<file path="src/rtl/sca_pkg.sv">
// ----------------------------------------------------------------------------
// sca_pkg
// Widths, constants and shared types of the swept circle versus arc
// contact time pipeline.
// ----------------------------------------------------------------------------
package sca_pkg;

	localparam int COORD_FRAC_BITS = 8;
	localparam int TIME_FRAC_BITS  = 16;

	localparam int CW    = 20;  // input coordinate width
	localparam int RW    = 16;  // radius width
	localparam int DW    = 21;  // offset between centers
	localparam int DSQ_W = 42;  // squared distance
	localparam int VSQ_W = 40;  // squared move
	localparam int DOT_W = 42;  // offset dot move, signed
	localparam int DAB_W = 41;  // magnitude of the dot product
	localparam int C_W   = 43;  // constant term of the quadratic, signed
	localparam int Q_W   = 84;  // quadratic value scaled by 2^32, signed
	localparam int A_W   = 58;  // squared move times the time found so far
	localparam int LIM_W = 58;  // vertex limit of the outer search
	localparam int T_W   = 18;  // time, Q2.16
	localparam int PX_W  = 40;  // contact offset scaled by 2^16, signed

	localparam int SRCH_BITS  = 18;
	localparam int SRCH_IDX_W = 5;

	localparam logic [T_W-1:0] TIME_ONE  = T_W'(1) << TIME_FRAC_BITS;
	localparam logic [T_W-1:0] TIME_ZERO = '0;

	// |v|^2 * 10000 > 2^(2F) holds exactly when |v|^2 exceeds this floor.
	localparam longint MOVE_MIN = (longint'(1) << (2 * COORD_FRAC_BITS)) / 10000;

	typedef enum logic [1:0] {
		MODE_NONE,
		MODE_OUTER,
		MODE_INNER
	} mode_t;

	typedef struct packed {
		logic signed [CW-1:0] circle_x;
		logic signed [CW-1:0] circle_y;
		logic signed [CW-1:0] move_x;
		logic signed [CW-1:0] move_y;
		logic signed [CW-1:0] arc_x;
		logic signed [CW-1:0] arc_y;
		logic                 quadrant_x_negative;
		logic                 quadrant_y_negative;
		logic [RW-1:0]        arc_radius;
		logic [RW-1:0]        circle_radius;
	} req_t;

	typedef struct packed {
		logic signed [DW-1:0] dx;
		logic signed [DW-1:0] dy;
		logic signed [CW-1:0] vx;
		logic signed [CW-1:0] vy;
		logic                 xneg;
		logic                 yneg;
	} geo_t;

	typedef struct packed {
		geo_t                    geo;
		mode_t                   mode;
		logic [T_W-1:0]          tfix;
		logic [T_W-1:0]          k;
		logic signed [Q_W-1:0]   q;
		logic [A_W-1:0]          acc;
		logic [VSQ_W-1:0]        vsq;
		logic signed [DOT_W-1:0] dot;
		logic [LIM_W-1:0]        lim;
	} srch_t;

endpackage

</file>
<file path="src/rtl/sca_finish.sv">
// ----------------------------------------------------------------------------
// sca_finish
// Picks the time and checks the contact point against the arc's quadrant.
// ----------------------------------------------------------------------------
module sca_finish (
	input  logic                  clk,
	input  logic                  arst_n,
	input  logic                  en,
	input  logic                  in_valid,
	input  sca_pkg::srch_t        in_word,
	output logic                  out_valid,
	output logic [sca_pkg::T_W-1:0] contact_time
);
	import sca_pkg::*;

	logic                      valid_s1, valid_s2;
	logic [T_W-1:0]            t_c, t_s1, time_s2;
	logic signed [T_W:0]       t_sgn;
	logic signed [T_W+CW:0]    tvx_s1, tvy_s1;
	logic signed [DW-1:0]      dx_s1, dy_s1;
	logic                      xneg_s1, yneg_s1;
	logic signed [PX_W-1:0]    px, py;
	logic                      okx, oky;

	assign t_c   = (in_word.mode == MODE_NONE) ? in_word.tfix : in_word.k;
	assign t_sgn = {1'b0, t_c};

	assign px  = (PX_W'(dx_s1) <<< TIME_FRAC_BITS) + PX_W'(tvx_s1);
	assign py  = (PX_W'(dy_s1) <<< TIME_FRAC_BITS) + PX_W'(tvy_s1);
	assign okx = xneg_s1 ? px[PX_W-1] : (!px[PX_W-1] && (px != '0));
	assign oky = yneg_s1 ? py[PX_W-1] : (!py[PX_W-1] && (py != '0));

	always_ff @(posedge clk or negedge arst_n) begin
		if (!arst_n) begin
			valid_s1 <= 1'b0;
			valid_s2 <= 1'b0;
		end else if (en) begin
			valid_s1 <= in_valid;
			valid_s2 <= valid_s1;
		end
	end

	always_ff @(posedge clk) begin
		if (en) begin
			t_s1    <= t_c;
			tvx_s1  <= t_sgn * in_word.geo.vx;
			tvy_s1  <= t_sgn * in_word.geo.vy;
			dx_s1   <= in_word.geo.dx;
			dy_s1   <= in_word.geo.dy;
			xneg_s1 <= in_word.geo.xneg;
			yneg_s1 <= in_word.geo.yneg;
			time_s2 <= (okx && oky) ? t_s1 : TIME_ONE;
		end
	end

	assign out_valid    = valid_s2;
	assign contact_time = time_s2;
endmodule

</file>
<file path="config.mk">
export PLATFORM = sky130hd
export DESIGN_NAME = sca_finish
export DESIGN_NICKNAME = d
export VERILOG_FILES = /design/src/rtl/sca_pkg.sv /design/src/rtl/sca_finish.sv
export SDC_FILE = /design/constraint.sdc
export NUM_CORES = 2
export LEC_CHECK = 0
export ABC_AREA = 1
export BUFFER_PORTS_ARGS = -buffer_cell sky130_fd_sc_hd__buf_2
export CAP_MARGIN = 10
export CELL_PAD_IN_SITES_DETAIL_PLACEMENT = 0
export CELL_PAD_IN_SITES_GLOBAL_PLACEMENT = 2
export CORE_MARGIN = 1
export CORE_UTILIZATION = 34
export CTS_CLUSTER_DIAMETER = 150
export CTS_CLUSTER_SIZE = 24
export DETAILED_ROUTE_END_ITERATION = 8
export PLACE_DENSITY_LB_ADDON = 0.1
export SLEW_MARGIN = 20
export SYNTH_ARGS = -nofsm -noshare
export SYNTH_HDL_FRONTEND = slang
export SYNTH_SLANG_ARGS = --single-unit
</file>
<file path="constraint.sdc">
create_clock -name clk -period 2.46 [get_ports clk]
set_clock_uncertainty 0.05 [all_clocks]
set_input_delay 0.492 -clock clk [delete_from_list [all_inputs] [get_ports clk]]
set_output_delay 0.492 -clock clk [all_outputs]
set_load 0.02 [all_outputs]
</file>
* Word-level counts from Yosys, hierarchy flattened
Index checks and enable logic that the tools add are counted.
** Storage, ports and cells
- Register bits :: 160
- Bits in latches :: 0
- RAM bits :: 0
- Bits in read-only memories :: 0
- Bits of input ports :: 408
- Output and inout bits :: 19
- Memories kept :: 0
** Operators by class
- $add $sub $neg :: 2
- Multiply operators :: 2
- Divide/modulo/power cells :: 0
- Order comparisons :: 0
- Equality and inequality tests :: 0
- Shift operators :: 0
- Muxes and demuxes :: 3
- Bitwise gates (word level) :: 0
- Reduce and logical (&&, ||, !) cells :: 8
** Operators with widths (number)
- $add 37x39->40 :: 2
- $reduce_bool 40->1 :: 2
- $mul 19x20->39 :: 2
- $mux 18 :: 1
- $logic_and 1x1->1 :: 3
- $logic_not 1->1 :: 2
- $logic_not 2->1 :: 1
- $mux 1 :: 2

* Logic depth before layout (Yosys ltp)
- Word-level depth :: 5
- Gate-level depth with buffers :: 32
- Depth with buffers taken out :: 30

* Worst setup path before layout
Ideal clock, no wire load.
- Kind :: in2reg
- Start point :: input in_word[319] (netlist name)
- End point :: register tvy_s1[26], data pin
- Arrival :: 6.611 ns
- Data required time :: 2.145 ns
- Setup slack :: -4.466 ns
- Stages on the path :: 23
- Cell sequence :: nor2_2 -> inv_1 -> or2_2 -> o21ai_0 -> clkbuf_1 -> buf_1 -> nor2_1 -> fa_1 -> inv_1 -> fa_1 -> fa_1 -> inv_1 -> fa_1 -> fa_1 -> inv_1 -> fa_1 -> inv_1 -> ha_1 -> a21o_1 -> a31o_2 -> a2111oi_1 -> o21ai_0 -> xor2_1
** On the way
- Cells in the longest elaborated chain, start to end :: 3
** RTL lines
- start: declaration :: RTL line sca_finish.sv:10 : input sca_pkg::srch_t in_word,
- $logic_not 2->1 :: RTL line sca_finish.sv:25 : assign t_c = (in_word.mode == MODE_NONE) ? in_word.tfix : in_word.k;
- $mux 18 :: RTL line sca_finish.sv:25
- $mul 19x20->39 :: RTL line sca_finish.sv:47 : tvy_s1 <= t_sgn * in_word.geo.vy;
- end signal: assignment :: RTL line sca_finish.sv:47
- end: declaration :: RTL line sca_finish.sv:19 : logic signed [T_W+CW:0] tvx_s1, tvy_s1;
No other way between the ends.
A chain may end at the register's enable or synchronous reset.

* Final worst setup path
- Start point :: input in_word[319] (netlist name)
- End point :: register tvx_s1[37], data pin
** On the way
- Cells in the longest elaborated chain, start to end :: 3
** RTL lines
- $logic_not 2->1 :: RTL line sca_finish.sv:25
- $mux 18 :: RTL line sca_finish.sv:25
- named net t_c[2] :: RTL line sca_finish.sv:17 : logic [T_W-1:0] t_c, t_s1, time_s2;
- $mul 19x20->39 :: RTL line sca_finish.sv:46 : tvx_s1 <= t_sgn * in_word.geo.vx;
- end signal: assignment :: RTL line sca_finish.sv:46
- end: declaration :: RTL line sca_finish.sv:19
The timed path passes the listed nets, and every way through them passes these cells.

==> flow_metrics.tcl <==
set metrics [dict create \
    antenna_found_initial 6 \
    area_delta_synth_final_pct 33.43 \
    num_vias 29260 \
    synth-seq-cells 160 \
    cts.sinks 160 \
    synth_fp_nets 5619 \
    finalSetupViolCount 90 \
    yosys_warnings 0 \
    reg2reg_setup_slack_ns -0.57 \
    die-area_um2 105700 \
    final_nets 6445 \
    failed_checks "negative setup slack" \
    path_buf_inv 12 \
    synth.top_cells.by_count "inv_1, fa_1, nand2_1" \
    fmaxAchievable_mhz 164.3 \
    clkTransAtPathRegs_ns 0.08 \
    first_global_vias 31300 \
    drc_errors 0 \
    synth_edf_count 158 \
    critPathKind "input pin to flop" \
    synth_cells 4227 \
    clockBufferDepth 2 \
    synthFlopType "edfxtp_1" \
    cts_tree "yes" \
    setup_ws_ns -3.626 \
    outcome "finished with violations" \
    synth_area_leader_cell "fa_1" \
    r2r_start "tvy_s1[22]" \
    drive_above_1_share_pct 28.65 \
    drt_iter0_drc 1706 \
    postSynth.asyncResetShare_pct 1.250 \
    r2r_end "contact_time[5]" \
    root_buffer "clkbuf_16" \
    start_util_pct 34.29 \
    core_region_area_um2 103500 \
    ys_seq_area_share_pct 13.51 \
    timing.slew.headroom_pct 53.53 \
    cp_top_family "adder cells" \
    rows 118 \
    numCtsBuffers 17 \
    portBuffers 144 \
    cp.required_ns 2.68 \
    ant_nets 0 \
    worstSetupEndpointType "flop" \
    drv_slew 0 \
    placed_cells_incl_taps 6359 \
    dr.pass1.iters 5 \
    rsz0062_at_grt "yes" \
    vias_per_cell 4.538 \
    cp_slowest_cell "fa_2" \
    crit_path_max_incr_delay_ns 0.63 \
    yosysUniqueCellTypes 48 \
    hp-start "in_word[321]" \
    grtUsageTotal_pct 23.57 \
    drv_cap 0 \
    min_to "xneg_s1" \
    netlist_top_cells_area "fa_1, edfxtp_1, inv_1" \
    cp_num_cells 29 \
    grt_max_degree 39 \
    io_pins 427 \
    min_path_type "input pin to flop" \
    hold_violations 0 \
    grt_overflow 0 \
    wl_per_cell_um 18.59 \
    gp_congestion 0.8843 \
    cp_max_fo 7 \
    cts.htree.levels 4 \
    synth_top_cell_area_share_pct 41.29 \
    min_path_cells 1 \
    worstSkewPairLatency_ns 0.52 \
    yosysMostFrequentCell "inv_1" \
    drt-total-wl_um 119900 \
    die_w_um 325.1 \
    worstSetupStartpointType "input pin" \
    worstPathArrival_ns 6.30 \
    worstMarginPinSlew_ns 0.6948 \
    syn-cell-area_um2 35490 \
    grt_pass1_wl_um 186600 \
    fin_crit_ns 6.086 \
    die_h_um 325.1 \
    worstRegToRegCells 16 \
    synth_area_per_cell_um2 8.396 \
    fin_cells 6447 \
    fin_crit_sh_pct 247.4 \
    dpl.hpwl_um 104600 \
]
-- per-layer routing --
metal	track usage, %	share of wire, %
met3	2.610	4.4
met2	34.90	42
met5	0	0.0075
met4	4.050	1.1
met1	37.03	52
-- worst register-to-register path, cell delays in order, from the launching register on --
cell and delay, ns:
edfxtp_1 0.48, ha_2 0.44, buf_4 0.12, nand2_1 0.10, nor2_1 0.19, nand3_1 0.13, nand3_1 0.11, nand2_1 0.05
nand2_1 0.07, nand4_1 0.12, nor2_1 0.14, nand4_1 0.10, o21bai_1 0.20, nand2_2 0.13, nand2_4 0.13, buf_4 0.17
nor2_1 0.06
-- cells in the final DEF (no fill, tap or decap), types with 36 or more instances in the layout --
cell / synthesis / final
ha_1: 252 / 191
inv_1: 1165 / 1102
nand2_2: 10 / 44
nand3_1: 84 / 75
buf_12: 1 / 65
buf_4: 0 / 675
a21oi_1: 127 / 75
ha_4: 0 / 58
fa_2: 0 / 41
nor2_1: 575 / 470
buf_2: 2 / 142
nor2_2: 12 / 96
inv_2: 4 / 59
nand2_1: 669 / 625
edfxtp_1: 158 / 158
fa_1: 732 / 691
xor2_1: 51 / 41
a21oi_2: 3 / 36
-- through the flow --
step / utilization, % / instance area, um2 / setup slack, ns / setup TNS [ns] / hold slack [ns]
floorplan: - / 37120 / -3.700 / -220.06 / 0.1464
global placement: 43.50 / 45030 / -4.691 / -279.24 / 0.2270
detailed placement: 43.50 / 45030 / -4.718 / -281.39 / 0.2292
CTS: 45.46 / 47050 / -3.599 / -231.38 / 0.04156
global route: 45.75 / 47350 / -3.908 / -256.25 / 0.07450
finish: 45.75 / 47350 / -3.626 / -234.96 / 0.09246
-- flip-flops by register name, indices dropped and copies added (netlist names) --
signal        count
t_s1             18
dx_s1            21
dy_s1            21
contact_time     18
tvy_s1           39
xneg_s1           1
yneg_s1           1
tvx_s1           39
valid_s1          1
out_valid         1
-- logic make-up (layout without fill, tap and decap cells) --
kind of cell             Yosys count  in the layout  share of synthesized area, %
adder cells (fa/ha/maj)          984            984                         50.17
AND/OR/NAND/NOR                 1427           1427                         16.09
XOR/XNOR                          91             91                         2.246
buffers and inverters           1299           2136                         13.79
other                              0              2                             0
flip-flops                       160            160                         13.51
AO/OA/AOI/OAI                    266            267                         4.185
-- cell type report --
cell class	count	area, um2
fillers	10450	56140
well taps	1380	1727
diodes	2	5.005
clock buffers	18	429.2
flip-flops and latches	160	4795
repair buffers	917	7503
clock inverters	13	162.7
repair inverters	1	16.27
multi-input cells	2769	28220
inverters	1187	4501
-- how the worst max path moves through the flow --
stage | end | slack (ns) | start
CTS | tvy_s1[38] | -3.60 | in_word[319]
finish | tvx_s1[37] | -3.63 | in_word[319]
detailed placement | tvx_s1[37] | -4.72 | in_word[318]
global route | tvy_s1[38] | -3.91 | in_word[319]
floorplan | tvy_s1[38] | -3.70 | in_word[318]
global placement | tvx_s1[37] | -4.69 | in_word[318]
-- what timing repair did --
action                     in CTS  in global routing
resized for setup             250                 57
hold endpoints to repair        2                  0
cloned                          3                  0
buffers inserted               46                  6
hold buffers                    1                  0
setup endpoints to repair      90                 91
pin swaps                      86                 23
Power is not shown: default switching activity piles up to over one toggle a cycle in this logic, so the estimate is an artifact.
