### config.mk
export PLATFORM = sky130hd
export DESIGN_NAME = sca_search_stage
export DESIGN_NICKNAME = d
export VERILOG_FILES = /design/src/rtl/sca_pkg.sv /design/src/rtl/sca_search_stage.sv
export SDC_FILE = /design/constraint.sdc
export NUM_CORES = 2
export LEC_CHECK = 0
export ABC_CLOCK_PERIOD_IN_PS = 1700
export BUFFER_PORTS_ARGS = -buffer_cell sky130_fd_sc_hd__buf_4
export CAP_MARGIN = 20
export CORE_AREA = 2 2 315 317
export CTS_CLUSTER_SIZE = 24
export DETAILED_ROUTE_END_ITERATION = 10
export DIE_AREA = 0 0 317 319
export SYNTH_ARGS = -nofsm -noshare
export SYNTH_HDL_FRONTEND = slang
export SYNTH_SLANG_ARGS = --single-unit
### constraint.sdc
create_clock -name clk -period 1.7 [get_ports clk]
set_clock_uncertainty 0.1 [all_clocks]
set_input_delay 0.425 -clock clk [delete_from_list [all_inputs] [get_ports clk]]
set_output_delay 0.425 -clock clk [all_outputs]
set_load 0.05 [all_outputs]
### src/rtl/sca_pkg.sv
// ----------------------------------------------------------------------------
// sca_pkg
// Widths, constants and shared types of the swept circle versus arc
// contact time pipeline.
// ----------------------------------------------------------------------------
package sca_pkg;

	localparam int COORD_FRAC_BITS = 8;
	localparam int TIME_FRAC_BITS  = 16;

	localparam int CW    = 20;  // input coordinate width
	localparam int RW    = 16;  // radius width
	localparam int DW    = 21;  // offset between centers
	localparam int DSQ_W = 42;  // squared distance
	localparam int VSQ_W = 40;  // squared move
	localparam int DOT_W = 42;  // offset dot move, signed
	localparam int DAB_W = 41;  // magnitude of the dot product
	localparam int C_W   = 43;  // constant term of the quadratic, signed
	localparam int Q_W   = 84;  // quadratic value scaled by 2^32, signed
	localparam int A_W   = 58;  // squared move times the time found so far
	localparam int LIM_W = 58;  // vertex limit of the outer search
	localparam int T_W   = 18;  // time, Q2.16
	localparam int PX_W  = 40;  // contact offset scaled by 2^16, signed

	localparam int SRCH_BITS  = 18;
	localparam int SRCH_IDX_W = 5;

	localparam logic [T_W-1:0] TIME_ONE  = T_W'(1) << TIME_FRAC_BITS;
	localparam logic [T_W-1:0] TIME_ZERO = '0;

	// |v|^2 * 10000 > 2^(2F) holds exactly when |v|^2 exceeds this floor.
	localparam longint MOVE_MIN = (longint'(1) << (2 * COORD_FRAC_BITS)) / 10000;

	typedef enum logic [1:0] {
		MODE_NONE,
		MODE_OUTER,
		MODE_INNER
	} mode_t;

	typedef struct packed {
		logic signed [CW-1:0] circle_x;
		logic signed [CW-1:0] circle_y;
		logic signed [CW-1:0] move_x;
		logic signed [CW-1:0] move_y;
		logic signed [CW-1:0] arc_x;
		logic signed [CW-1:0] arc_y;
		logic                 quadrant_x_negative;
		logic                 quadrant_y_negative;
		logic [RW-1:0]        arc_radius;
		logic [RW-1:0]        circle_radius;
	} req_t;

	typedef struct packed {
		logic signed [DW-1:0] dx;
		logic signed [DW-1:0] dy;
		logic signed [CW-1:0] vx;
		logic signed [CW-1:0] vy;
		logic                 xneg;
		logic                 yneg;
	} geo_t;

	typedef struct packed {
		geo_t                    geo;
		mode_t                   mode;
		logic [T_W-1:0]          tfix;
		logic [T_W-1:0]          k;
		logic signed [Q_W-1:0]   q;
		logic [A_W-1:0]          acc;
		logic [VSQ_W-1:0]        vsq;
		logic signed [DOT_W-1:0] dot;
		logic [LIM_W-1:0]        lim;
	} srch_t;

endpackage

### src/rtl/sca_search_stage.sv
// ----------------------------------------------------------------------------
// sca_search_stage
// One bit of the time search. The quadratic at the candidate time is
// updated from its value at the time found so far with shifts and adds.
// ----------------------------------------------------------------------------
module sca_search_stage (
	input  logic                           clk,
	input  logic                           arst_n,
	input  logic                           en,
	input  logic [sca_pkg::SRCH_IDX_W-1:0] bit_idx,
	input  logic                           in_valid,
	input  sca_pkg::srch_t                 in_word,
	output logic                           out_valid,
	output sca_pkg::srch_t                 out_word
);
	import sca_pkg::*;

	logic                   valid_s1;
	srch_t                  word_s1;
	logic [T_W-1:0]         cand;
	logic [5:0]             sh_acc, sh_vsq, sh_dot;
	logic [Q_W-1:0]         qc;
	logic [A_W-1:0]         ac;
	logic                   take;

	assign cand   = in_word.k | (T_W'(1) << bit_idx);
	assign sh_acc = 6'(bit_idx) + 6'd1;
	assign sh_vsq = 6'(bit_idx) << 1;
	assign sh_dot = 6'(bit_idx) + 6'(TIME_FRAC_BITS + 1);

	// Q(k + h) = Q(k) + 2h * |v|^2 k + h^2 |v|^2 + h * dot * 2^17
	assign qc = in_word.q + (Q_W'(in_word.acc) << sh_acc) +
		(Q_W'(in_word.vsq) << sh_vsq) + (Q_W'(in_word.dot) << sh_dot);
	assign ac = in_word.acc + (A_W'(in_word.vsq) << bit_idx);

	always_comb begin
		unique case (in_word.mode)
			MODE_OUTER: take = (ac <= in_word.lim) && !qc[Q_W-1];
			MODE_INNER: take = (cand <= TIME_ONE) && (qc[Q_W-1] || (qc == '0));
			default:    take = 1'b0;
		endcase
	end

	always_ff @(posedge clk or negedge arst_n) begin
		if (!arst_n) begin
			valid_s1 <= 1'b0;
		end else if (en) begin
			valid_s1 <= in_valid;
		end
	end

	always_ff @(posedge clk) begin
		if (en) begin
			word_s1 <= in_word;
			if (take) begin
				word_s1.k   <= cand;
				word_s1.q   <= qc;
				word_s1.acc <= ac;
			end
		end
	end

	assign out_valid = valid_s1;
	assign out_word  = word_s1;
endmodule

==> Yosys cells after proc, flatten, opt, wreduce, memory -nomap -nowiden <==
Index checks and enable logic that the tools add are counted.
{ "word_totals": {"word_cells": 38, "reg_bits": 405, "input_bits": 413, "out_inout_bits": 405} }
{ "op_classes": {"muxes": 2, "magnitude_cmp": 2, "addsub": 6, "n_reduce_logical": 5, "bitwise": 1, "eq_ne": 2, "shifts": 5} }
{ "ops": {"columns": ["operator", "n"], "rows": [
  ["adder 84 bit", 3],
  ["two-way mux 160 bit", 1],
  ["logical NOT 84 bit", 1],
  ["<< shifter 40 x 6 -> 84 bit", 1],
  ["<< shifter 58 x 6 -> 84 bit", 1],
  ["<< shifter 84 x 6 -> 84 bit", 1],
  ["adder 58 bit", 1],
  ["<= comparator 58 bit", 1],
  ["<< shifter 40 x 5 -> 58 bit", 1],
  ["<= comparator 18 x 17 -> 1 bit, second input constant", 1],
  ["OR 18 bit", 1],
  ["<< shifter 1 x 5 -> 18 bit, first input constant", 1],
  ["adder 5 x 1 -> 6 bit, second input constant", 1],
  ["adder 5 x 5 -> 6 bit, second input constant", 1],
  ["equality test 2 x 1 -> 1 bit, second input constant", 1],
  ["equality test 2 bit, second input constant", 1],
  ["logical AND 1 bit", 2],
  ["case mux 1 bit (2 select lines)", 1],
  ["logical NOT 1 bit", 1],
  ["logical OR 1 bit", 1]
]} }

==> Logic depth before layout (Yosys ltp) <==
{ "logic_depth": {"word_depth": 10, "mapped_depth": 45, "ltp_nobuf": 35} }

==> Least setup slack after synthesis <==
Ideal clock, no wire load.
{ "synth_timing": {"path_type": "input to register", "startpoint": "in bit_idx[0] (netlist bit)", "endpoint": "reg word_s1 (netlist bit out_word[190]), data pin", "required_time_ps": 1340, "path_stages": 42, "setup_time_ps": 260, "path_buffers": 15, "t_arrival_ps": 9963, "path_slack_ps": -8623, "path_cell_list": "buf_2 -> buf_2 -> inv_1 -> buf_1 -> clkbuf_1 -> buf_1 -> ha_1 -> buf_2 -> buf_1 -> buf_1 -> buf_1 -> clkbuf_1 -> clkbuf_1 -> mux4_2 -> nand2_1 -> nand2_1 -> o21ai_0 -> nor2_1 -> (+6 left out) -> ha_1 -> clkbuf_1 -> nand4_1 -> nor4_1 -> nand2_1 -> and3_1 -> o31ai_1 -> o21ai_0 -> o31ai_1 -> o2111ai_1 -> or4b_1 -> nor4b_1 -> nand4_1 -> o31a_1 -> buf_2 -> buf_6 -> buf_6 -> mux2_4"} }
{ "synth_via": {"elab_chain_cells": 10, "elab_cells_between_ends": 21, "classes_between": "6 x add/sub; 2 x order compare; 5 x shift; 2 x mux; 1 x bitwise; 5 x reduce/logical"} }
{ "synth_rtl": {"columns": ["element", "line", "text"], "rows": [
  ["start: declaration", "sca_search_stage.sv:10", "input logic [sca_pkg::SRCH_IDX_W-1:0] bit_idx,"],
  ["adder 5 x 1 -> 6 bit", "sca_search_stage.sv:27", "assign sh_acc = 6'(bit_idx) + 6'd1;"],
  ["<< shifter 58 x 6 -> 84 bit", "sca_search_stage.sv:32", "assign qc = in_word.q + (Q_W'(in_word.acc) << sh_acc) +"],
  ["adder 84 bit (2 in a row)", "sca_search_stage.sv:32", null],
  ["adder 84 bit", "sca_search_stage.sv:33", "(Q_W'(in_word.vsq) << sh_vsq) + (Q_W'(in_word.dot) << sh_dot);"],
  ["logical NOT 84 bit", "sca_search_stage.sv:39", "MODE_INNER: take = (cand <= TIME_ONE) && (qc[Q_W-1] || (qc == '0));"],
  ["logical OR 1 bit", "sca_search_stage.sv:39", null],
  ["logical AND 1 bit", "sca_search_stage.sv:39", null],
  ["case mux 1 bit (2 select lines)", "sca_search_stage.sv:37", "unique case (in_word.mode)"],
  ["two-way mux 160 bit (*)", "sca_search_stage.sv:55", "if (take) begin"],
  ["end signal: assignment", "sca_search_stage.sv:54", "word_s1 <= in_word;"],
  ["end: declaration", "sca_search_stage.sv:19", "srch_t word_s1;"]
]} }
Every way passes the cells marked *; elsewhere a longest branch is shown, timed or not.
A chain may end at the register's enable or synchronous reset.

==> Worst setup path after layout <==
{ "layout_timing": {"startpoint": "in bit_idx[0] (netlist bit)", "endpoint": "reg word_s1 (netlist bit out_word[200]), data pin"} }
The elaborated chain is that of the path after synthesis.

==> reports/qor.csv <==
stage,metric,value,unit
synthesis,netlist_area,40700,µm²
clock_network,cts_buffers,46,
sta,period_share,464,%
worst_setup_path,max_stage_delay,550,ps
power,p_clk_share,10.4,%
sta,worst_pin_slew,1120,ps
detailed_routing,detail_route.wl_per_cell,28.3,µm
power,cellPowerDensity,1450,nW/µm²
worst_setup_path,worstSetupStartpointType,input port,
power,p_leak,0.0325,µW
worst_setup_path,cp.arrival,8240,ps
synthesis,synth_xor_area_share,2.60,%
finish,drive_gt1_share,45.2,%
sta,setup_viol,562,
sta,slew_headroom,24.4,%
detailed_routing,drcViolationCount,0,
detailed_routing,ant_nets,0,
placement,dp_hpwl,183000,µm
die,coreArea,97700,µm²
worst_setup_path,crit_fanout,9,
worst_setup_path,r2r_slack,540,ps
synthesis,synth.area.top_cells,"edfxtp_1, fa_1, ha_1",
power,p_switching,46500,µW
detailed_routing,dr.pass1.iters,6,
global_route,grt-ovfl-total,0,
sta,holdWs,27.6,ps
die,start_util,41.7,%
synthesis,postSynthCellCount,4473,
synthesis,synth_mux_area_share,14.8,%
detailed_routing,drt-total-wl,237000,µm
sta,fin_crit,7890,ps
global_route,grt_max_degree,55,
finish,final_cells,8368,
global_route,busiest_layer,met2,
clock_network,root_buffer,clkbuf_16,
status,violations,setup timing,
detailed_routing,drt-vias-per-instance,5.83,
global_route,grt_pass1_vias,47600,
placement,portBuffers,817,
power,power_frac_comb,76.5,%
clock_network,cts_tree,built,
die,die_w,317,µm
power,seqPwrFrac,13.1,%
worst_setup_path,end_kind,flip-flop,
synthesis,synth_top_family_by_area,compound AO/OA/AOI/OAI gates,
synthesis,synth_area_leader_cell,edfxtp_1,
global_route,gr-usage-all-layers,44.8,%
finish,final_common_cell,buf_4,
sta,setup_ws,-6190,ps
synthesis,synthAdderAreaFrac,14.5,%
sta,slew_viol_final,0,
clock_network,clk_pin_slew,70,ps
sta,rsz0062_at_grt,yes,
clock_network,cts_buffer_depth,3,
placement,finalWeightedCongestion,1.08,
power,ir_worst_vdd,1600,µV
die,ios,818,
finish,multi_input_area,28400,µm²
power,swShare,46.0,%
synthesis,synth_flop_cell,edfxtp_1,
finish,nets,7809,
hold_path,hold_path_class,input port to flip-flop,
synthesis,ys_seq_area_share,29.9,%
worst_setup_path,worstSetupPathType,input port to flip-flop,
synthesis,synth-seq-cells,405,
synthesis,synth_top_area_share,29.8,%
finish,area_growth,70.9,%
global_route,use_met1,57.9,%
sta,fmax,127,MHz
finish,seqCellArea,12200,µm²
synthesis,synth-compound-area-share,17.8,%
synthesis,synth.distinct_cells,90,
job,maxCapViolCount,0,
worst_setup_path,required,2050,ps
synthesis,postSynthAreaPerCell,9.10,µm²
global_route,grt_antenna_before_repair,26,
placement,dp_cells,7904,
synthesis,yosys.area_share.simple,14.4,%
finish,most-common-layout-cells,"buf_4, buf_6, nand2_1",
sta,finalHoldViolations,0,
synthesis,async_flop_share,0.247,%
synthesis,yosysWarnings,0,
synthesis,synth_edf_count,404,
finish,fillCellCount,7312,
power,p_int,54600,µW
clock_network,ctsHtreeMaxLevel,2,
detailed_routing,drtIter0Drc,5598,
global_route,met3_usage,13.2,%
global_route,use_met2,67.6,%
worst_setup_path,cp_slowest_cell,a222oi_1,
detailed_routing,vias,48800,
global_route,grt_pass1_wl,326000,µm
status,status,"finished, violations left",
clock_network,clk_latency,660,ps
die,die-area,101000,µm²
die,rows,115,
die,dieHeight,319,µm
clock_network,cts.sinks,405,
## cells by family (layout without fill, tap and decap cells)
logic type,Yosys count,in the layout
fa+ha+maj,373,373
compound gates,1178,1178
buf+inv,624,3203
mux,463,463
simple gates,1308,1308
other cells,2,31
xor+xnor,120,120
flops,405,405
## worst max-delay path, delay by kind of cell
kind,cells,cell delay [ps]
fa+ha+maj,4,1700
simple gates,2,180
buf+inv,14,1950
xor+xnor,1,220
compound gates,9,2190
mux,5,1470
## metal layers
metal / up-vias / routed length (µm)
li1: 21300 / -
met1: 23700 / 92200
met2: 3132 / 102000
met3: 755 / 27200
met4: 10 / 16000
met5: - / 72
## final cells by class
cell class                      instances  share of cell area [%]
Antenna cell                           23                  0.0828
Tap cell                             1287                    2.32
Timing Repair Buffer                 2753                    35.1
Multi-Input combinational cell       3450                    40.8
Sequential cell                       405                    17.5
Clock buffer                           60                    1.78
Inverter                              367                    2.00
Clock inverter                         23                   0.390
## flip-flops by register name, summed over array words and instances, names as in the netlist
signal	cells
out_word	404
out_valid	1
## stage by stage
step                      setup TNS, ps  util [%]  worst slack (ps)  total power [µW]  instance area (µm²)
after floorplan                 -999140         -             -6340             45100                41200
after global placement         -1195870      61.6             -7660             78000                60200
after detailed placement       -1197400      61.6             -7710             78400                60200
after CTS                       -961430      69.4             -5980             94300                67800
after global routing           -1025850      71.2             -6390            105000                69500
final                           -983610      71.2             -6190            101000                69500
## timing repair
item	in CTS	in global routing
pin swaps	54	97
cloned	18	9
hold buffers	269	0
setup buffers	25	39
gates resized for setup	691	265
setup endpoints to repair	565	565
hold endpoints to repair	272	0
## synth_stat cells (16+ instances only)
master / number
nand3_1: 64
xnor2_1: 81
fa_1: 167
nand4_1: 62
o31ai_1: 24
a21o_1: 102
nor3_1: 55
a211oi_1: 42
and3_1: 27
nor2b_1: 21
o21a_1: 35
inv_1: 364
o22ai_1: 33
and2_1: 27
buf_1: 40
a21oi_1: 372
xor2_1: 38
clkbuf_1: 175
nand2b_1: 59
edfxtp_1: 404
o21bai_1: 41
a22oi_1: 23
o21ai_0: 305
nor2_1: 448
mux2_4: 53
a31oi_1: 25
mux2i_1: 234
mux4_2: 79
ha_1: 206
nor4_1: 17
o211ai_1: 36
o21ai_1: 16
nand2_1: 462
buf_2: 33
mux2_2: 97
## power groups by stage
stage | clock network (µW) | registers (µW) | logic (µW)
floorplan | 0 | 17200 | 28000
global placement | 0 | 13100 | 64900
detailed placement | 0 | 13100 | 65300
CTS | 10300 | 13200 | 70800
global route | 10900 | 13300 | 80900
finish | 10500 | 13200 | 77300
## path summary, 6_finish.rpt
check	end	cells past startpoint	startpoint
max in group asynchronous	out_valid$_DFFE_PN0P_	3	arst_n
min in group asynchronous	out_valid$_DFFE_PN0P_	3	arst_n
worst max register to register	out_valid$_DFFE_PN0P_	3	out_valid$_DFFE_PN0P_
worst min register to register	out_valid$_DFFE_PN0P_	3	out_valid$_DFFE_PN0P_
worst min-delay path	out_word[203]$_DFFE_PP_	2	in_word[203]
worst max-delay path	out_word[200]$_DFFE_PP_	35	bit_idx[0]
No activity file was read; power rests on OpenSTA's default activity.
